`src/hdl/rgb888_pixel_format_converter_unit_defines.svh`:
```
// assertion macros shared by the pixel format converter rtl
`ifndef RGB888_PIXEL_FORMAT_CONVERTER_UNIT_DEFINES_SVH
`define RGB888_PIXEL_FORMAT_CONVERTER_UNIT_DEFINES_SVH

`ifndef NO_ASSERTIONS

// same-cycle implication
`define ASSERT_IMPLIES(lbl, clk, rst, ante, cons, msg) \
   lbl: assert property (@(posedge clk) disable iff (rst) (ante) |-> (cons)) \
      else $error(msg);

// next-cycle implication
`define ASSERT_NEXT(lbl, clk, rst, ante, cons, msg) \
   lbl: assert property (@(posedge clk) disable iff (rst) (ante) |=> (cons)) \
      else $error(msg);

`else

`define ASSERT_IMPLIES(lbl, clk, rst, ante, cons, msg)
`define ASSERT_NEXT(lbl, clk, rst, ante, cons, msg)

`endif

`endif

```
`src/hdl/rpfc_ram.sv`:
```
// generic simple dual-port ram with registered read
module rpfc_ram #(
   parameter int WIDTH = 16,
   parameter int DEPTH = 256
) (
   input  logic                     clock,
   input  logic                     wr_en,
   input  logic [$clog2(DEPTH)-1:0] wr_addr,
   input  logic [WIDTH-1:0]         wr_data,
   input  logic                     rd_en,
   input  logic [$clog2(DEPTH)-1:0] rd_addr,
   output logic [WIDTH-1:0]         rd_data
);

   logic [WIDTH-1:0] mem_ff [DEPTH];
   logic [WIDTH-1:0] rd_data_ff;

   // write port
   always_ff @(posedge clock) begin
      if (wr_en) begin
         mem_ff[wr_addr] <= wr_data;
      end
   end

   // read port, output holds while not enabled
   always_ff @(posedge clock) begin
      if (rd_en) begin
         rd_data_ff <= mem_ff[rd_addr];
      end
   end

   assign rd_data = rd_data_ff;

endmodule

```
`config.mk`:
```
export PLATFORM = sky130hd
export DESIGN_NAME = rpfc_ram
export DESIGN_NICKNAME = d
export VERILOG_FILES = /design/src/hdl/rgb888_pixel_format_converter_unit_defines.svh /design/src/hdl/rpfc_ram.sv
export SDC_FILE = /design/constraint.sdc
export NUM_CORES = 2
export LEC_CHECK = 0
export BUFFER_PORTS_ARGS = -buffer_cell sky130_fd_sc_hd__buf_2
export CORE_MARGIN = 5
export CORE_UTILIZATION = 68
export CTS_BUF_LIST = sky130_fd_sc_hd__clkbuf_2 sky130_fd_sc_hd__clkbuf_4 sky130_fd_sc_hd__clkbuf_8
export CTS_CLUSTER_DIAMETER = 150
export DETAILED_ROUTE_END_ITERATION = 6
export PLACE_DENSITY = 0.83
export SYNTH_ARGS = -nofsm -noshare
export SYNTH_HDL_FRONTEND = slang
export SYNTH_SLANG_ARGS = --single-unit
```
`constraint.sdc`:
```
create_clock -name clock -period 5.7 [get_ports clock]
set_input_delay 0.285 -clock clock [delete_from_list [all_inputs] [get_ports clock]]
set_output_delay 0.285 -clock clock [all_outputs]
set_load 0.05 [all_outputs]
```
Word-level counts from Yosys, hierarchy flattened
Memory sizes are Yosys's and may differ from the RTL's. A register that Yosys moved wholly into a read port is not among the register bits.
Cells that the tools add are included.
{"block": "word_totals", "register_bits": 0, "n_memories": 1, "ramBits": 4096, "inputBits": 35, "elab_cells": 3}
{"memory": "mem_ff", "depth": 256, "word_bits": 16, "rd": 1, "rd_ports_with_merged_regs": 1, "wr": 1, "line": "rpfc_ram.sv:15", "source": "logic [WIDTH-1:0] mem_ff [DEPTH];"}
{"block": "classes", "n_mux": 2}
{"operator": "two-way mux 1 bit", "n": 2}

Longest topological paths before layout
{"block": "depth", "depth_word": 2, "mapped_depth": 12, "depth_no_buf": 6}

Worst setup path before layout
OpenSTA, ideal clock, no wires.
{"block": "synth_timing", "path_kind": "input to register", "start": "input rd_addr[0]", "end": "register rd_data_ff[4], in the netlist rd_data[4] (read register of mem_ff), data pin", "setup_time_ns": 0.265, "n_path_buf": 3, "setup_slack_ns": 3.166, "arrival_ns": 2.269, "cell_stages": 8, "required_ns": 5.435, "path_cell_list": "buf_6 > buf_6 > buf_2 > mux4_2 > mux4_2 > a22o_1 > o32ai_2 > nor4_2"}
{"element": "from (decl)", "line": "rpfc_ram.sv:11", "source": "input logic [$clog2(DEPTH)-1:0] rd_addr,"}
{"element": "to (decl)", "line": "rpfc_ram.sv:16", "source": "logic [WIDTH-1:0] rd_data_ff;"}

Final worst setup path
{"block": "layout_timing", "start": "input wr_addr[1]", "end": "memory mem_ff[62][12] (enable)"}
{"element": "from (decl)", "line": "rpfc_ram.sv:8", "source": "input logic [$clog2(DEPTH)-1:0] wr_addr,"}
{"element": "to (decl)", "line": "rpfc_ram.sv:15"}
No word-level cell before the write port.

==> metrics.txt <==
Global Route Usage Sum 0.3431; drt via density 7.299; Worst VDD drop 0.0003276 V; die area 243,400 µm²; Rows 177; LEAKAGE 0.05638 µW; Hold Path Depth 4; Pre-Repair DR Iteration Count 7; pin count of the biggest net entering global routing 201; Max Fclk 0.2446 GHz; syn_nets 7,395; count leader, synth edfxtp_1; ys flop type edfxtp_1; Worst-Skew Late Latency 1.13 ns; max-slew violation count 0; Die X 493.4 µm; fill count 11,140; Synth area leaders edfxtp_1, mux4_2, mux2i_1; status complete, but fails checks; DR iter-0 viols 14,970; failing checks DRC; Worst Path Required 6.48 ns; cell taking the most area after synthesis edfxtp_1; Syn Inst Count 7,360; final RePlAce weighted congestion 0.9081; H-tree depth 6; Reg clk slew, reported paths 0.07 ns; first-pass GRT wire length 594,000 µm; Setup crit end kind flip-flop; unrepaired setup endpoints after global routing no; top cells by count, synth edfxtp_1, mux4_2, mux2i_1; Port Buffers 50; Post-synth EDFFs 4,112; pre-CTS worst setup slack 1.312 ns; average routed wire per standard cell 35.95 µm; Fin. Hold Viols 0; cts hold-fix bufs 22; launch point of the worst reg-to-reg path mem_ff[129][6]; Reg area 123,500 µm²; max-cap violations 0; WL final 414,900 µm; PnR worst setup slack 1.611 ns; DR vias 84,230; top cell type's share of synthesized area 0.7772; area delta synth->final 10.82%; post-synthesis cell type count 51; post-synth design cell area 158,900 µm²; Arrival @ worst endpoint 4.87 ns; CTS resizes 0; Async S/R FF share, synth 0; R2R Setup Slk 2.50 ns; drc violations 26; Num CTS Buffers 634; post-CTS setup buffer count 0; total congestion overflow 0; Startpoint Class input pin; antenna violations before repair 41; CP startpoint wr_addr[1]; total clock sinks 4,112; CP Max Fanout 10; worst flop-to-flop path endpoint rd_data[6]; reg2reg path depth 7; Die Y 493.4 µm; Layout Nets 8,049; # IOs 51; Min Clock Period, post-route 4.089 ns; Slew Limit Headroom 0.04734; CTS tree built; CP endpoint mem_ff[62][12]; register area share after synthesis 0.7772; WS Path Type in -> reg; Avg Cell Area, Syn 21.59 µm²; setup tns final 0 ns; Initial Util 0.6832; Worst-Margin Slew 1.418 ns; clock skew 0.09173 ns; Routed Antenna Nets 0; Yosys warning count 0; worst hold path type in -> reg; final setup fails 0; vias in the first global route 84,370; Pwr Density 339.1 nW/µm²; Core Box Area 232,500 µm²; Longest Clk Path Bufs 4; multi-input logic area 32,830 µm²; layout cells sized above 1 0.2734; CTS Root Cell clkbuf_8; number of synthesized register bits 4,112; post-DP HPWL 241,000 µm; Final Cycle Share 0.7174
==> logic make-up (layout without fill, tap and decap cells) <==
group,Yosys count,count (layout),synth area share
DFF,4112,4112,0.7772
muxes,1450,1450,0.1548
AOI/OAI and AO/OA,786,786,0.03534
and+or+nand+nor,556,556,0.01573
buffers and inverters,456,1557,0.01692
other,0,36,0
==> power breakdown <==
group          internal (µW)  switching [µW]
sequential             33400            49.9
clock                  12100           11100
combinational           1030            2090
==> area by class of cell <==
type	instances	share of cell area
Clock buffer	836	0.05878
Clock inverter	247	0.007583
Inverter	4	0.0001563
Tap cell	3043	0.02163
Antenna cell	36	0.0005117
Sequential cell	4112	0.7013
Timing Repair Buffer	470	0.02352
Multi-Input combinational cell	2792	0.1865
==> how the worst min path moves through the flow <==
stage	start	endpoint	slack (ns)
after floorplan	wr_data[0]	mem_ff[0][0]	0.38
after global placement	wr_data[14]	mem_ff[114][14]	0.71
after detailed placement	wr_data[14]	mem_ff[115][14]	0.72
after CTS	rd_addr[7]	rd_data[4]	0.01
after global routing	wr_addr[2]	mem_ff[174][6]	0.11
final	wr_addr[2]	mem_ff[174][6]	0.15
==> metal layers <==
| layer | routed length (µm) | GRT usage |
|---|---|---|
| met1 | 132700 | 0.4623 |
| met2 | 192500 | 0.5123 |
| met3 | 64550 | 0.1125 |
| met4 | 25030 | 0.1788 |
| met5 | 118 | 0 |
==> cells in the final DEF (no fill, tap or decap), types with 40 or more instances in the layout <==
master and count:
o221ai_1 252, nor2_1 277, mux2i_1 565, a22oi_1 43, clkinv_2 60, a21oi_1 175, clkbuf_8 651, nor3_1 89
clkbuf_4 185, mux2_2 88, clkinv_1 151, o22ai_1 148, mux4_2 797, buf_4 358, edfxtp_1 4112, buf_12 40
==> state kept, by name, summed over array words and instances, names as in the netlist <==
name	cells
rd_data	16
mem_ff	4096
==> per-stage QoR <==
| stage | total power, µW | hold WS (ns) | area (µm²) | instances | utilization |
|---|---|---|---|---|---|
| finish | 59700 | 0.1485 | 176100 | 11540 | 0.7571 |
| floorplan | 35700 | 0.3839 | 158900 | 7360 | - |
| CTS | 59720 | 0.01488 | 176000 | 11500 | 0.7567 |
| global placement | 36930 | 0.7069 | 164100 | 10400 | 0.7055 |
| detailed placement | 37060 | 0.7193 | 164100 | 10400 | 0.7055 |
| global route | 61400 | 0.1106 | 176000 | 11510 | 0.7569 |
==> worst max-delay path: stages <==
cell           delay, ns
dlygate4sd3_1       0.62
buf_2               0.31
nor2b_1             0.89
nand4_1             1.09
buf_4               0.60
nor2_1              0.66
buf_4               0.38
(Power assumes the default switching activity.)
