--- config.mk ---
export PLATFORM = sky130hd
export DESIGN_NAME = rpfc_fill
export DESIGN_NICKNAME = d
export VERILOG_FILES = /design/src/hdl/rgb888_pixel_format_converter_unit_defines.svh /design/src/hdl/rpfc_pkg.sv /design/src/hdl/rpfc_fill.sv
export SDC_FILE = /design/constraint.sdc
export NUM_CORES = 2
export LEC_CHECK = 0
export BUFFER_PORTS_ARGS = -buffer_cell sky130_fd_sc_hd__buf_2
export CAP_MARGIN = 5
export CORE_UTILIZATION = 31
export CTS_BUF_LIST = sky130_fd_sc_hd__clkbuf_2 sky130_fd_sc_hd__clkbuf_4 sky130_fd_sc_hd__clkbuf_8
export DETAILED_ROUTE_END_ITERATION = 10
export GPL_ROUTABILITY_DRIVEN = 0
export SLEW_MARGIN = 20
export SYNTH_ARGS = -nofsm -noshare
export SYNTH_HDL_FRONTEND = slang
export SYNTH_SLANG_ARGS = --single-unit
--- constraint.sdc ---
create_clock -name clock -period 16.63 [get_ports clock]
set_input_delay 3.326 -clock clock [delete_from_list [all_inputs] [get_ports clock]]
set_output_delay 3.326 -clock clock [all_outputs]
set_load 0.03 [all_outputs]
--- src/hdl/rgb888_pixel_format_converter_unit_defines.svh ---
// assertion macros shared by the pixel format converter rtl
`ifndef RGB888_PIXEL_FORMAT_CONVERTER_UNIT_DEFINES_SVH
`define RGB888_PIXEL_FORMAT_CONVERTER_UNIT_DEFINES_SVH

`ifndef NO_ASSERTIONS

// same-cycle implication
`define ASSERT_IMPLIES(lbl, clk, rst, ante, cons, msg) \
   lbl: assert property (@(posedge clk) disable iff (rst) (ante) |-> (cons)) \
      else $error(msg);

// next-cycle implication
`define ASSERT_NEXT(lbl, clk, rst, ante, cons, msg) \
   lbl: assert property (@(posedge clk) disable iff (rst) (ante) |=> (cons)) \
      else $error(msg);

`else

`define ASSERT_IMPLIES(lbl, clk, rst, ante, cons, msg)
`define ASSERT_NEXT(lbl, clk, rst, ante, cons, msg)

`endif

`endif

--- src/hdl/rpfc_pkg.sv ---
// shared types and constants of the pixel format converter
package rpfc_pkg;

   // field widths
   localparam int SRC_W   = 24;
   localparam int PIX_W   = 32;
   localparam int CHAN_W  = 16;
   localparam int SHIFT_W = 5;
   localparam int CSR_AW  = 5;
   localparam int CSR_DW  = 32;

   // per-channel scaling tables: one entry per 8-bit source value
   localparam int TBL_AW    = 8;
   localparam int TBL_DEPTH = 256;

   // register indexes
   localparam logic [2:0] REG_RED_MAX     = 3'd0;
   localparam logic [2:0] REG_GREEN_MAX   = 3'd1;
   localparam logic [2:0] REG_BLUE_MAX    = 3'd2;
   localparam logic [2:0] REG_RED_SHIFT   = 3'd3;
   localparam logic [2:0] REG_GREEN_SHIFT = 3'd4;
   localparam logic [2:0] REG_BLUE_SHIFT  = 3'd5;
   localparam logic [2:0] REG_PIXEL_SIZE  = 3'd6;
   localparam logic [2:0] REG_SWAP_BYTES  = 3'd7;

   // pixel size codes
   localparam logic [1:0] PIX_SIZE_8  = 2'd0;
   localparam logic [1:0] PIX_SIZE_16 = 2'd1;
   localparam logic [1:0] PIX_SIZE_32 = 2'd2;

   // configuration as seen by the datapath
   typedef struct packed {
      logic [CHAN_W-1:0]  red_max;
      logic [CHAN_W-1:0]  green_max;
      logic [CHAN_W-1:0]  blue_max;
      logic [SHIFT_W-1:0] red_shift;
      logic [SHIFT_W-1:0] green_shift;
      logic [SHIFT_W-1:0] blue_shift;
      logic [1:0]         pixel_size;
      logic               swap_bytes;
   } cfg_type;

   // table write from the fill unit, all three channels at one address
   typedef struct packed {
      logic              en;
      logic [TBL_AW-1:0] addr;
      logic [CHAN_W-1:0] red;
      logic [CHAN_W-1:0] green;
      logic [CHAN_W-1:0] blue;
   } tbl_wr_type;

endpackage

--- src/hdl/rpfc_fill.sv ---
// sweep unit that rebuilds the three channel scaling tables
module rpfc_fill (
   input  logic                 clock,
   input  logic                 reset,
   input  logic                 max_wr,
   input  rpfc_pkg::cfg_type    cfg,
   output rpfc_pkg::tbl_wr_type tbl_wr,
   output logic                 busy
);

   localparam int PROD_W = rpfc_pkg::CHAN_W + rpfc_pkg::TBL_AW;
   localparam int EST_W  = PROD_W + 17;
   localparam logic [PROD_W-1:0] RoundBias = PROD_W'(127);
   localparam logic [PROD_W-1:0] ChanFull  = PROD_W'(255);

   logic                        run_ff, run_in;
   logic [rpfc_pkg::TBL_AW-1:0] cnt_ff, cnt_in;
   logic                        m_v_ff, q_v_ff;
   logic [rpfc_pkg::TBL_AW-1:0] m_addr_ff, q_addr_ff;
   logic [PROD_W-1:0]           m_x_ff [3];
   logic [PROD_W-1:0]           m_x_in [3];
   logic [PROD_W-1:0]           q_x_ff [3];
   logic [rpfc_pkg::CHAN_W-1:0] q_est_ff [3];
   logic [rpfc_pkg::CHAN_W-1:0] q_est_in [3];
   logic [rpfc_pkg::CHAN_W-1:0] max_sel [3];
   logic [EST_W-1:0]            est_sum [3];
   logic [PROD_W-1:0]           rem [3];
   logic [rpfc_pkg::CHAN_W-1:0] quo [3];

   assign max_sel[0] = cfg.red_max;
   assign max_sel[1] = cfg.green_max;
   assign max_sel[2] = cfg.blue_max;

   // address sweep, restarted by any write to a channel maximum
   always_comb begin
      run_in = run_ff;
      cnt_in = cnt_ff;
      if (max_wr) begin
         run_in = 1'b1;
         cnt_in = '0;
      end else if (run_ff) begin
         cnt_in = cnt_ff + rpfc_pkg::TBL_AW'(1);
         if (cnt_ff == '1) begin
            run_in = 1'b0;
         end
      end
   end

   // per lane: product plus rounding, then reciprocal estimate of x/255
   always_comb begin
      for (int i = 0; i < 3; i++) begin
         m_x_in[i]   = PROD_W'(cnt_ff) * PROD_W'(max_sel[i]) + RoundBias;
         est_sum[i]  = EST_W'(m_x_ff[i]) + (EST_W'(m_x_ff[i]) << 8)
                     + (EST_W'(m_x_ff[i]) << 16);
         q_est_in[i] = est_sum[i][PROD_W +: rpfc_pkg::CHAN_W];
      end
   end

   // correction: estimate is the quotient or one short of it
   always_comb begin
      for (int i = 0; i < 3; i++) begin
         rem[i] = q_x_ff[i] - {q_est_ff[i], 8'h00} + PROD_W'(q_est_ff[i]);
         quo[i] = (rem[i] >= ChanFull) ? q_est_ff[i] + rpfc_pkg::CHAN_W'(1)
                                       : q_est_ff[i];
      end
   end

   // control state
   always_ff @(posedge clock) begin
      if (reset) begin
         run_ff <= 1'b1;
         cnt_ff <= '0;
         m_v_ff <= 1'b0;
         q_v_ff <= 1'b0;
      end else begin
         run_ff <= run_in;
         cnt_ff <= cnt_in;
         m_v_ff <= run_ff;
         q_v_ff <= m_v_ff;
      end
   end

   // pipeline payload
   always_ff @(posedge clock) begin
      m_addr_ff <= cnt_ff;
      q_addr_ff <= m_addr_ff;
      for (int i = 0; i < 3; i++) begin
         m_x_ff[i]   <= m_x_in[i];
         q_x_ff[i]   <= m_x_ff[i];
         q_est_ff[i] <= q_est_in[i];
      end
   end

   assign tbl_wr.en    = q_v_ff;
   assign tbl_wr.addr  = q_addr_ff;
   assign tbl_wr.red   = quo[0];
   assign tbl_wr.green = quo[1];
   assign tbl_wr.blue  = quo[2];

   assign busy = run_ff | m_v_ff | q_v_ff;

endmodule

Word level (Yosys, flattened, before mapping)
Memories as Yosys holds them, arrays and structs flattened. Cells that the tools add are included.

$add $sub $neg: 19. $mul: 3. $lt $le $gt $ge: 3. Eq/ne operators: 1. Multiplexer cells: 5. Bitwise operators: 2. Reductions and logical operators: 1.

Operator list (count): $add 33x40->40 (3); $add 24x32->33 (3); $add 24x16->24 (3); $add 24x7->24 const B (3); $ge 24x8->1 const B (3); $mul 8x16->24 (3); $sub 24x24->24 (3); $add 16x1->16 const B (3); $mux 16 (3); $add 8x1->8 const B (1); $eq 8x8->1 const B (1); $mux 1 (2); $or 1x1->1 (2); $reduce_or 2->1 (1).

Register bits: 27. RAM bits: 192. Word-level logic and storage cells: 43. Memories kept: 3.

Memory list: m_x_ff (depth 3, bits a word 24, rd ports 3, clocked after memory_dff 0, write ports 3, RTL line rpfc_fill.sv:20) `logic [PROD_W-1:0] m_x_ff [3];`; q_x_ff (depth 3, bits a word 24, rd ports 3, clocked after memory_dff 0, write ports 3, RTL line rpfc_fill.sv:22) `logic [PROD_W-1:0] q_x_ff [3];`; q_est_ff (depth 3, bits a word 16, rd ports 3, clocked after memory_dff 0, write ports 3, RTL line rpfc_fill.sv:23) `logic [rpfc_pkg::CHAN_W-1:0] q_est_ff [3];`.

Depth between registers and ports, before layout
Depth in word-level cells: 4. Depth in mapped cells: 21. Depth with buffers taken out: 20.

Worst setup path before layout
No wires, ideal clock.

Kind: input-to-reg. Start point: in cfg[56] (netlist name). End point: mem m_x_ff[0][23] (netlist name). Setup time: 120 ps. Arrival time: 7774 ps. Slack: 8736 ps. Cell stages on the path: 18. Cell sequence: and2_1 > fa_1 > fa_1 > fa_1 > inv_1 > fa_1 > inv_1 > ha_1 > a211o_1 > nor2_1 > o21ai_0 > o211a_1 > o211ai_1 > a31oi_1 > and4_1 > a2111oi_0 > a21oi_1 > xnor2_1.

RTL lines: start, declared (RTL line rpfc_fill.sv:6) `input rpfc_pkg::cfg_type cfg,`; end, declared (RTL line rpfc_fill.sv:20).

==> reports/metrics.csv <==
stage;metric;value;unit
synthesis;Post-synth EDFFs;0;
timing;Hold Vio Cnt, Final;0;
synthesis;Synth cell types;88;
power;PwrDens;74.5;mW/mm^2
clock_network;# H-tree levels;2;
worst_setup_path;r2r setup slk;10.48;ns
timing;fin. max-slew vios;0;
placed_design;dpl hpwl;50100;um
power;total power draw;2.26;mW
global_route;grt ovf;0;
clock_network;clock-pin slew on the worst setup and hold paths;0.07;ns
floorplanning;die height;300;um
worst_setup_path;crit end category;primary output;
timing;Slew HR;0.269;
power;peak supply drop;0.0000712;V
run_status;status;complete, no violations;
cells_and_area;commonest non-fill, non-tap cells in the layout;inv_1 (607), ha_1 (382), fa_1 (318);
timing;unrepaired setup endpoints after global routing;no;
detailed_routing;DRT antenna net count;0;
detailed_routing;DRT iter0 DRCs;901;
cells_and_area;multi-input logic area;0.0206;mm^2
worst_setup_path;WP data required;13.30;ns
clock_network;Num Clock Sinks;219;
clock_network;clk buf depth;3;
worst_setup_path;largest stage delay on the critical path;0.87;ns
timing;Fmax;115;MHz
detailed_routing;DRC Markers;0;
clock_network;Root Buffer;clkbuf_8;
floorplanning;Die X;300;um
run;MaxCap Viol Count;0;
clock_network;CTS tree;built;
worst_setup_path;Arrival @ worst endpoint;5.38;ns
placed_design;IO buf count;108;
cells_and_area;Area growth syn-to-layout;10.2;%
power;Pleak;15.4;nW
timing;Tmin final;8.71;ns
detailed_routing;routed vias/inst;4.70;
detailed_routing;Pre-antenna DRT Iters;7;
cells_and_area;fin util;0.348;
synthesis;syn_area_per_cell;8.78;um^2
worst_setup_path;Critical Path Start Type;flop;
synthesis;#FFs+latches synth;219;
synthesis;yosys warns;0;
hold_path;worst min-delay path class;reg2reg;
floorplanning;die area;0.0900;mm^2
synthesis;cell area after synthesis;0.0275;mm^2
clock_network;CTS resizes;0;
clock_network;hold_buf cts;0;
timing;Slew @ Worst Pin;1.09;ns
cells_and_area;Reg area;0.00439;mm^2
global_route;largest net degree at the start of global routing;54;
clock_network;total CTS buffers;43;
global_route;all-layer global routing usage;0.140;
global_route;initial antenna violation count;13;
detailed_routing;wire per inst;14.0;um
synthesis;post-synthesis cell count;3135;
timing;final setup fails;0;
timing;period utilization;0.524;
global_route;first-pass GRT wire length;104000;um
synthesis;Main synth FF type;dfxtp_1;
floorplanning;Starting Density;0.315;
timing;final setup TNS;0;ns
cells_and_area;fill count;9158;
worst_setup_path;worst path cell trace;inv_1 -> fa_1 -> inv_1 -> ha_1 -> and3_1 -> and3_1 -> a21oi_1 -> a21oi_1 -> a221o_1 -> a21boi_0 -> o21ai_1 -> xnor2_1 -> o2111ai_1 -> xnor2_1 -> buf_2;
floorplanning;I/O pin count;127;
clock_network;worst skew pair latency;0.62;ns
cells_and_area;share of post-route cells with drive strength above 1;0.0766;
worst_setup_path;CP max FO;15;
cells_and_area;Final nets;4001;
synthesis;sequential element share of the synthesized area;0.159;
worst_setup_path;CP max-delay cell;xnor2_1;
floorplanning;row cnt;108;
timing;Fin Clk Skew;0.0487;ns
global_route;vias in the first global route;20900;
synthesis;share of synthesized registers carrying an async set or reset;0;
clock_network;setup bufs post-CTS;0;
cells_and_area;commonest non-fill, non-tap cell in the layout;inv_1;
detailed_routing;via count;20800;
worst_setup_path;Worst Setup Path Type;reg2out;
floorplanning;core area;0.0873;mm^2
detailed_routing;final WL;61900;um
synthesis;syn_nets;3904;
[where the power goes]
group / leakage, nW / switching, mW / internal [mW] / total (mW)
clock: 0.514 / 0.247 / 0.375 / 0.623
combinational: 13.1 / 0.578 / 0.421 / 1.00
sequential: 1.80 / 0.0604 / 0.576 / 0.636
[layout make-up]
cell class,instances,share of cell area
Tap cell,1155,0.0476
Clock inverter,14,0.00656
Clock buffer,64,0.0266
Timing Repair Buffer,118,0.0203
Sequential cell,219,0.145
Multi-Input combinational cell,2243,0.679
Antenna cell,5,0.000412
Inverter,607,0.0751
[Yosys cell counts (11+ instances only)]
cell type,n,area [um^2]
a211oi_1,16,120
a21o_1,34,255
a21oi_1,134,671
a31oi_1,15,93.8
and2_1,294,1840
and3_1,30,188
clkbuf_1,54,203
dfxtp_1,219,4380
fa_1,318,6370
ha_1,382,4780
inv_1,607,2280
nand2_1,203,762
nand2b_1,17,106
nand3_1,55,275
nand4_1,23,144
nor2_1,131,492
nor2b_1,19,119
nor3_1,50,250
nor4_1,15,93.8
o2111ai_1,11,96.3
o211ai_1,15,113
o21a_1,29,218
o21ai_0,87,435
or2_2,14,87.6
or3_1,12,75.1
xnor2_1,140,1230
xor2_1,38,333
[through the flow]
step | hold WS, ns | area, um^2 | instances | setup WS, ns
3_5_place_dp | 0.314 | 29300 | 4342 | 7.92
5_1_grt | 0.319 | 30300 | 4425 | 7.57
2_1_floorplan | 0.310 | 27500 | 3135 | 8.74
4_1_cts | 0.298 | 30300 | 4420 | 7.94
3_3_place_gp | 0.311 | 29300 | 4342 | 7.92
6_report | 0.304 | 30300 | 4425 | 7.92
[cell families after synthesis]
family,after synthesis,synth area share
AND/OR/NAND/NOR,902,0.174
adder cells (fa/ha/maj),700,0.405
buffers and inverters,673,0.0928
AO/OA/AOI/OAI,451,0.108
flip-flops,219,0.159
XOR/XNOR,178,0.0567
multiplexers,12,0.00450
[sequential cells by signal, summed over array words and instances (netlist names)]
signal / cells
m_x_ff: 72
q_x_ff: 72
q_est_ff: 48
cnt_ff: 8
m_addr_ff: 8
q_addr_ff: 8
m_v_ff: 1
q_v_ff: 1
run_ff: 1
[critical path: cells and delay by family (launching register included)]
kind	cells	cell delay, ns
xor+xnor	2	1.11
simple gates	2	0.42
buf+inv	3	0.42
compound gates	6	1.54
fa+ha+maj	2	0.84
flops	1	0.44
[metal layers]
layer  GRT usage  vias to the layer above  share of wire
met2       0.229                      375           0.45
li1            -                    10400              -
met5           0                        -        0.00087
met1       0.193                     9952           0.49
met3      0.0165                       94          0.040
met4      0.0430                        8          0.022
[worst paths after layout]
check,from,endpoint,cells after the start
max,q_est_ff[0][8],tbl_wr[43],15
min,m_addr_ff[1],q_addr_ff[1],0
max reg2reg,cnt_ff[2],m_x_ff[0][70],20
min reg2reg,m_addr_ff[1],q_addr_ff[1],0
No activity file was read; power rests on OpenSTA's default activity.
