--- src/hdl/rgb888_pixel_format_converter_unit_defines.svh ---
// assertion macros shared by the pixel format converter rtl
`ifndef RGB888_PIXEL_FORMAT_CONVERTER_UNIT_DEFINES_SVH
`define RGB888_PIXEL_FORMAT_CONVERTER_UNIT_DEFINES_SVH

`ifndef NO_ASSERTIONS

// same-cycle implication
`define ASSERT_IMPLIES(lbl, clk, rst, ante, cons, msg) \
   lbl: assert property (@(posedge clk) disable iff (rst) (ante) |-> (cons)) \
      else $error(msg);

// next-cycle implication
`define ASSERT_NEXT(lbl, clk, rst, ante, cons, msg) \
   lbl: assert property (@(posedge clk) disable iff (rst) (ante) |=> (cons)) \
      else $error(msg);

`else

`define ASSERT_IMPLIES(lbl, clk, rst, ante, cons, msg)
`define ASSERT_NEXT(lbl, clk, rst, ante, cons, msg)

`endif

`endif

--- src/hdl/rpfc_pkg.sv ---
// shared types and constants of the pixel format converter
package rpfc_pkg;

   // field widths
   localparam int SRC_W   = 24;
   localparam int PIX_W   = 32;
   localparam int CHAN_W  = 16;
   localparam int SHIFT_W = 5;
   localparam int CSR_AW  = 5;
   localparam int CSR_DW  = 32;

   // per-channel scaling tables: one entry per 8-bit source value
   localparam int TBL_AW    = 8;
   localparam int TBL_DEPTH = 256;

   // register indexes
   localparam logic [2:0] REG_RED_MAX     = 3'd0;
   localparam logic [2:0] REG_GREEN_MAX   = 3'd1;
   localparam logic [2:0] REG_BLUE_MAX    = 3'd2;
   localparam logic [2:0] REG_RED_SHIFT   = 3'd3;
   localparam logic [2:0] REG_GREEN_SHIFT = 3'd4;
   localparam logic [2:0] REG_BLUE_SHIFT  = 3'd5;
   localparam logic [2:0] REG_PIXEL_SIZE  = 3'd6;
   localparam logic [2:0] REG_SWAP_BYTES  = 3'd7;

   // pixel size codes
   localparam logic [1:0] PIX_SIZE_8  = 2'd0;
   localparam logic [1:0] PIX_SIZE_16 = 2'd1;
   localparam logic [1:0] PIX_SIZE_32 = 2'd2;

   // configuration as seen by the datapath
   typedef struct packed {
      logic [CHAN_W-1:0]  red_max;
      logic [CHAN_W-1:0]  green_max;
      logic [CHAN_W-1:0]  blue_max;
      logic [SHIFT_W-1:0] red_shift;
      logic [SHIFT_W-1:0] green_shift;
      logic [SHIFT_W-1:0] blue_shift;
      logic [1:0]         pixel_size;
      logic               swap_bytes;
   } cfg_type;

   // table write from the fill unit, all three channels at one address
   typedef struct packed {
      logic              en;
      logic [TBL_AW-1:0] addr;
      logic [CHAN_W-1:0] red;
      logic [CHAN_W-1:0] green;
      logic [CHAN_W-1:0] blue;
   } tbl_wr_type;

endpackage

--- src/hdl/rpfc_csr.sv ---
// apb register file holding the target pixel format
module rpfc_csr (
   input  logic                        clock,
   input  logic                        reset,
   input  logic                        csr_psel,
   input  logic                        csr_penable,
   input  logic                        csr_pwrite,
   input  logic [rpfc_pkg::CSR_AW-1:0] csr_paddr,
   input  logic [rpfc_pkg::CSR_DW-1:0] csr_pwdata,
   output logic [rpfc_pkg::CSR_DW-1:0] csr_prdata,
   output logic                        csr_pready,
   output rpfc_pkg::cfg_type           cfg,
   output logic                        max_wr
);

   rpfc_pkg::cfg_type cfg_ff, cfg_in;
   logic              wr_acc;
   logic [2:0]        reg_idx;

   assign csr_pready = 1'b1;
   assign wr_acc     = csr_psel & csr_penable & csr_pwrite;
   assign reg_idx    = csr_paddr[4:2];

   // register update on the access phase of a write
   always_comb begin
      cfg_in = cfg_ff;
      max_wr = 1'b0;
      if (wr_acc) begin
         case (reg_idx)
            rpfc_pkg::REG_RED_MAX: begin
               cfg_in.red_max = csr_pwdata[rpfc_pkg::CHAN_W-1:0];
               max_wr         = 1'b1;
            end
            rpfc_pkg::REG_GREEN_MAX: begin
               cfg_in.green_max = csr_pwdata[rpfc_pkg::CHAN_W-1:0];
               max_wr           = 1'b1;
            end
            rpfc_pkg::REG_BLUE_MAX: begin
               cfg_in.blue_max = csr_pwdata[rpfc_pkg::CHAN_W-1:0];
               max_wr          = 1'b1;
            end
            rpfc_pkg::REG_RED_SHIFT: begin
               cfg_in.red_shift = csr_pwdata[rpfc_pkg::SHIFT_W-1:0];
            end
            rpfc_pkg::REG_GREEN_SHIFT: begin
               cfg_in.green_shift = csr_pwdata[rpfc_pkg::SHIFT_W-1:0];
            end
            rpfc_pkg::REG_BLUE_SHIFT: begin
               cfg_in.blue_shift = csr_pwdata[rpfc_pkg::SHIFT_W-1:0];
            end
            rpfc_pkg::REG_PIXEL_SIZE: begin
               cfg_in.pixel_size = csr_pwdata[1:0];
            end
            rpfc_pkg::REG_SWAP_BYTES: begin
               cfg_in.swap_bytes = csr_pwdata[0];
            end
            default: begin
               cfg_in = cfg_ff;
            end
         endcase
      end
   end

   // reset to 24-bit true colour, little endian
   always_ff @(posedge clock) begin
      if (reset) begin
         cfg_ff.red_max     <= rpfc_pkg::CHAN_W'(255);
         cfg_ff.green_max   <= rpfc_pkg::CHAN_W'(255);
         cfg_ff.blue_max    <= rpfc_pkg::CHAN_W'(255);
         cfg_ff.red_shift   <= rpfc_pkg::SHIFT_W'(16);
         cfg_ff.green_shift <= rpfc_pkg::SHIFT_W'(8);
         cfg_ff.blue_shift  <= rpfc_pkg::SHIFT_W'(0);
         cfg_ff.pixel_size  <= rpfc_pkg::PIX_SIZE_32;
         cfg_ff.swap_bytes  <= 1'b0;
      end else begin
         cfg_ff <= cfg_in;
      end
   end

   // read back
   always_comb begin
      case (reg_idx)
         rpfc_pkg::REG_RED_MAX:     csr_prdata = rpfc_pkg::CSR_DW'(cfg_ff.red_max);
         rpfc_pkg::REG_GREEN_MAX:   csr_prdata = rpfc_pkg::CSR_DW'(cfg_ff.green_max);
         rpfc_pkg::REG_BLUE_MAX:    csr_prdata = rpfc_pkg::CSR_DW'(cfg_ff.blue_max);
         rpfc_pkg::REG_RED_SHIFT:   csr_prdata = rpfc_pkg::CSR_DW'(cfg_ff.red_shift);
         rpfc_pkg::REG_GREEN_SHIFT: csr_prdata = rpfc_pkg::CSR_DW'(cfg_ff.green_shift);
         rpfc_pkg::REG_BLUE_SHIFT:  csr_prdata = rpfc_pkg::CSR_DW'(cfg_ff.blue_shift);
         rpfc_pkg::REG_PIXEL_SIZE:  csr_prdata = rpfc_pkg::CSR_DW'(cfg_ff.pixel_size);
         rpfc_pkg::REG_SWAP_BYTES:  csr_prdata = rpfc_pkg::CSR_DW'(cfg_ff.swap_bytes);
         default:                   csr_prdata = '0;
      endcase
   end

   assign cfg = cfg_ff;

endmodule

--- config.mk ---
export PLATFORM = sky130hd
export DESIGN_NAME = rpfc_csr
export DESIGN_NICKNAME = d
export VERILOG_FILES = /design/src/hdl/rgb888_pixel_format_converter_unit_defines.svh /design/src/hdl/rpfc_pkg.sv /design/src/hdl/rpfc_csr.sv
export SDC_FILE = /design/constraint.sdc
export NUM_CORES = 1
export LEC_CHECK = 0
export BUFFER_PORTS_ARGS = -buffer_cell sky130_fd_sc_hd__clkbuf_2
export CAP_MARGIN = 10
export CORE_MARGIN = 3
export CORE_UTILIZATION = 42
export CTS_CLUSTER_DIAMETER = 150
export DETAILED_ROUTE_END_ITERATION = 7
export PLACE_DENSITY = 0.76
export SLEW_MARGIN = 20
export SYNTH_ARGS = -nofsm -noshare
export SYNTH_HDL_FRONTEND = slang
export SYNTH_SLANG_ARGS = --single-unit
--- constraint.sdc ---
create_clock -name clock -period 1 [get_ports clock]
set_input_delay 0.05 -clock clock [delete_from_list [all_inputs] [get_ports clock]]
set_output_delay 0.05 -clock clock [all_outputs]
set_load 0.05 [all_outputs]
After elaboration in Yosys (flattened, before gate mapping):

Index checks and enable logic that the tools add are counted.

* register bits: 66
* input bits: 42
* output and inout bits: 100
* word-level logic and storage cells: 30

* equal/unequal tests: 7
* multiplexer cells: 3
* bitwise gates (word level): 2
* reduce and logical (&&, ||, !) cells: 10

Operators with widths (number)
* $pmux W32 S8: 1
* $reduce_and A2 Y1: 8
* $eq A3 B3 Y1 const B: 4
* $eq A3 B2 Y1 const B: 2
* $eq A3 B1 Y1 const B: 1
* $logic_not A3 Y1: 1
* $reduce_or A3 Y1: 1
* $and A1 B1 Y1: 2
* $mux W1: 2

Depth between registers and ports, before layout:

* depth after elaboration: 4
* mapped depth: 7

Worst setup path before layout:

No wires, ideal clock.

* path type: input to output
* from: input csr_paddr[3] (netlist name)
* to: output max_wr
* data arrival time: 1.755 ns
* required time: 0.950 ns
* setup slack: -0.805 ns
* cell stages on the path: 4
* path through: buf_2 > buf_2 > buf_2 > a211oi_1

* cells in the longest elaborated chain, start to end: 4
* elaborated cells on any way between the ends: 6

Ends and longest elaborated chain
* from (decl): line rpfc_csr.sv:8 `input logic [rpfc_pkg::CSR_AW-1:0] csr_paddr,`
* $eq A3 B2 Y1, or another cell as far along: line rpfc_csr.sv:29 `case (reg_idx)`
* $reduce_or A3 Y1 (no source line) (*)
* $mux W1 (*): line rpfc_csr.sv:29
* $mux W1 (*): line rpfc_csr.sv:28 `if (wr_acc) begin`
* to (decl): line rpfc_csr.sv:13 `output logic max_wr`

Every way passes the cells marked *; elsewhere a longest branch is shown, timed or not.

Final worst setup path:

* from: register cfg_ff, in the netlist cfg[43]
* to: output csr_prdata[9] (netlist name)

* cells in the longest elaborated chain, start to end: 1

Ends and longest elaborated chain
* from (decl): line rpfc_csr.sv:16 `rpfc_pkg::cfg_type cfg_ff, cfg_in;`
* from (signal assigned): line rpfc_csr.sv:76 `cfg_ff <= cfg_in;`
* $pmux W32 S8: line rpfc_csr.sv:82 `case (reg_idx)`
* to (decl): line rpfc_csr.sv:10 `output logic [rpfc_pkg::CSR_DW-1:0] csr_prdata,`

No other way between the ends. The select of a mux whose other input is x is not followed.

==> metrics <==
clock insertion delay at the later pin of the skew report=around 0.37 ns; initial antenna violation count=1; logic gate share of total power=21.4%; CP cell instances=mux2i_1 -> nor2_1 -> a21oi_2 -> nor2_4 -> buf_8; violated checks=negative setup slack; overall die width=92.3 µm; VDD IR max=roughly 1.2 mV; remaining antenna violation count=0; worst hold path type=in -> reg; post-synthesis xor/xnor area fraction=0%; design area=0.00676 mm²; Cell Pwr Density=between 900 and 1000 mW/mm²; fraction of synthesized area in multiplexers=under 10%; Internal Dissipation=0.00421 W; Max clock buf depth=2; RSZ-0062 raised after global routing=true; Max Clk Rate=0.583 GHz; worst rel slew slack=between 60% and 70%; routability-driven placement congestion ratio=approximately 0.94; sequential power share=between 40 and 50%; setup violators final=117; basic-gate share of the synthesized area counting and, or, nand and nor cells=23.3%; number of enable-type register cells in the synthesized netlist=0; number of cells produced by synthesis=403; global-route wire length before repair=about 24000 µm; slowest library cell on the worst path=sky130_fd_sc_hd__dfxtp_4; via count=roughly 4800; family with the most delay on the worst path=flip-flops; maximum number of pins on one net before global-route repair=25; top cells by area, synth=sky130_fd_sc_hd__dfxtp_1 42%, sky130_fd_sc_hd__a21oi_1 13%, sky130_fd_sc_hd__nand2_1 7.6%, sky130_fd_sc_hd__nor2_1 4.8%, sky130_fd_sc_hd__mux2i_1 4.5%; synthesized-area fraction occupied by adder cells=0%; CTS tree=built; routed length per instance=31.5 µm; layout cell share with drive strength beyond 1=60.0%; library cell occupying the most area in the post-synthesis netlist=sky130_fd_sc_hd__dfxtp_1; Post-Place Setup Slack=-0.360 ns; measured slew at the worst slew-check pin=between 0.5 and 0.6 ns; Cell Rows=30; number of clock sinks=66; post-route minimum period=between 1.5 and 2 ns; DR iter-0 viols=a little over 800; ports placed on the boundary=between 100 and 150; Worst-path clk slew=~0.10 ns; area overhead of the layout relative to synthesis=116%; starting density of the core=roughly 45%; YS warnings=0; vias in the first global route=4340; detailed placement HPWL=roughly 7700 µm; number of detailed-routing iterations run before antenna repair=7; worst hold slack=0.0798 ns; area of the die=roughly 0.0085 mm²; crit-path max cell delay=between 0.3 and 0.4 ns; I/O Buffers=approximately 110; most frequently used flop master after synthesis=sky130_fd_sc_hd__dfxtp_1; clock group share of total power=a little under two fifths; setup skew after layout=0 ns; max-slew violation total from the final report=0; nature of the critical path endpoint=output pin; CP max FO=2; core area=0.00702 mm²; fin worst setup slack=-0.715 ns; kind of start point of the critical path=flop; MaxCap Viol Count=0; instance area at placement=0.00463 mm²; number of buffers and inverters on the critical path=1; Switch Pwr=0.00217 W; overall die height=92.3 µm; number of flip-flops in the largest register=66; final-report hold violation count=0; vias per inst=approximately 6.8; DR DRC count=0; ANT cells=0; switching power as a share of total power=34.0%; number of synthesized register bits=66; Leak Pwr=about 2.8 nW; endpoint required time on the critical path=about 0.95 ns; share of Yosys cell area claimed by the top area cell type=a little over two fifths; async set or reset register ratio after synthesis=0%; Filler cells=approximately 140; fraction of the cycle the final worst path needs=172%; critical setup path kind=reg -> out; count of cell types in the netlist=34; result of the run=finished with violations; Post-Route WL=between 20000 and 25000 µm; overall track demand over capacity in global routing=between 30% and 40%; sequential share of the synthesized area=42.2%; H-Tree Level Count=3; Final nets=~650; data arrival at the endpoint of the critical path=between 1.5 and 2 ns; compound-cell area share of the yosys netlist=about a fifth; TritonCTS Buffers=9; synthesized cell area=about 0.0031 mm²; GRT overflow=0; syn_area_per_cell=roughly 7.8 µm²; dominant combinational cell family by area after synthesis=simple AND/OR/NAND/NOR gates; library cell used as clock root buffer=sky130_fd_sc_hd__clkbuf_8
layer usage:
layer	GRT usage [%]	wire (µm)
met4	20.7	2560
met2	65.3	9740
met1	39.3	6750
met3	7.80	3140
met5	0	14
power groups by stage:
stage          logic, W  registers, W  clock network [W]
6_report        0.00136       0.00256            0.00245
5_1_grt         0.00137       0.00256            0.00251
3_5_place_dp   0.000955       0.00262                  0
4_1_cts         0.00113       0.00256            0.00231
2_1_floorplan  0.000644       0.00269                  0
3_3_place_gp   0.000946       0.00262                  0
worst reg2reg max path, stage by stage, from the launching register on:
cell and delay [ns]:
sky130_fd_sc_hd__dfxtp_4 0.37, sky130_fd_sc_hd__buf_6 0.13, sky130_fd_sc_hd__nor3_1 0.50, sky130_fd_sc_hd__a21oi_1 0.13
cell families after synthesis:
| kind of cell | after synthesis |
|---|---|
| buffers and inverters | 51 |
| and+or+nand+nor | 157 |
| DFF | 66 |
| other | 2 |
| muxes | 15 |
| AOI/OAI and AO/OA | 112 |
per-stage QoR:
stage | instances | util, % | total power (W) | TNS, ns
global route | 706 | 96.3 | 0.00645 | -15.71
floorplan | 418 | - | 0.00334 | -1.38
global placement | 659 | 66.0 | 0.00357 | -19.53
CTS | 690 | 90.8 | 0.00601 | -7.39
detailed placement | 659 | 66.0 | 0.00358 | -23.75
finish | 706 | 96.3 | 0.00638 | -14.96
synth_stat cells (2+ instances only):
master,count
sky130_fd_sc_hd__a21oi_1,84
sky130_fd_sc_hd__dfxtp_1,66
sky130_fd_sc_hd__nand2_1,63
sky130_fd_sc_hd__nor2_1,40
sky130_fd_sc_hd__nor3_1,27
sky130_fd_sc_hd__buf_4,18
sky130_fd_sc_hd__buf_2,14
sky130_fd_sc_hd__mux2i_1,14
sky130_fd_sc_hd__o21ai_0,14
sky130_fd_sc_hd__clkbuf_1,9
sky130_fd_sc_hd__nor2b_1,8
sky130_fd_sc_hd__buf_6,5
sky130_fd_sc_hd__nand3_1,5
sky130_fd_sc_hd__inv_1,4
sky130_fd_sc_hd__nand2b_1,4
sky130_fd_sc_hd__a22o_1,3
sky130_fd_sc_hd__o21bai_1,3
sky130_fd_sc_hd__a22oi_1,2
sky130_fd_sc_hd__conb_1,2
sky130_fd_sc_hd__nor3_4,2
sky130_fd_sc_hd__o22a_1,2
sky130_fd_sc_hd__or3_1,2
path summary, 6_finish.rpt:
| check | slack, ns | cells past startpoint | from | end |
|---|---|---|---|---|
| max | -0.72 | 5 | cfg[43] | csr_prdata[9] |
| min | 0.08 | 3 | csr_pwdata[0] | cfg[8] |
| max reg2reg | -0.27 | 3 | cfg[11] | cfg[11] |
| min reg2reg | 0.52 | 2 | cfg[28] | cfg[28] |
area by class of cell:
| cell class | count | area (µm²) | share of cell area (%) |
|---|---|---|---|
| clock buffer | 9 | 124 | 1.83 |
| clock inverter | 7 | 77.6 | 1.15 |
| inverter | 4 | 15.0 | 0.222 |
| multi-input combinational | 301 | 1910 | 28.3 |
| sequential | 66 | 1510 | 22.3 |
| tap | 96 | 120 | 1.78 |
| timing repair buffer | 223 | 3000 | 44.4 |
timing repair:
item | 4_1_cts | 5_1_grt
hold endpoints to repair | 42 | 0
pin swaps | 27 | 24
hold buffers | 15 | 0
setup buffers | 0 | 43
setup endpoints to repair | 83 | 140
gates resized for setup | 257 | 115
gates cloned | 0 | 5
layout by cell type (no fill, tap or decap), drive strengths merged, types with 4 or more instances in the layout:
cell type / count
mux2i: 14
dlygate4sd3: 15
buf: 128
conb: 17
clkinv: 4
nand2b: 4
a21oi: 84
nand3: 5
nand2: 63
nor2: 42
nor2b: 8
clkbuf: 89
o21ai: 14
inv: 5
nor3: 29
dfxtp: 66
Note: power is estimated with default switching activity, not from simulation.
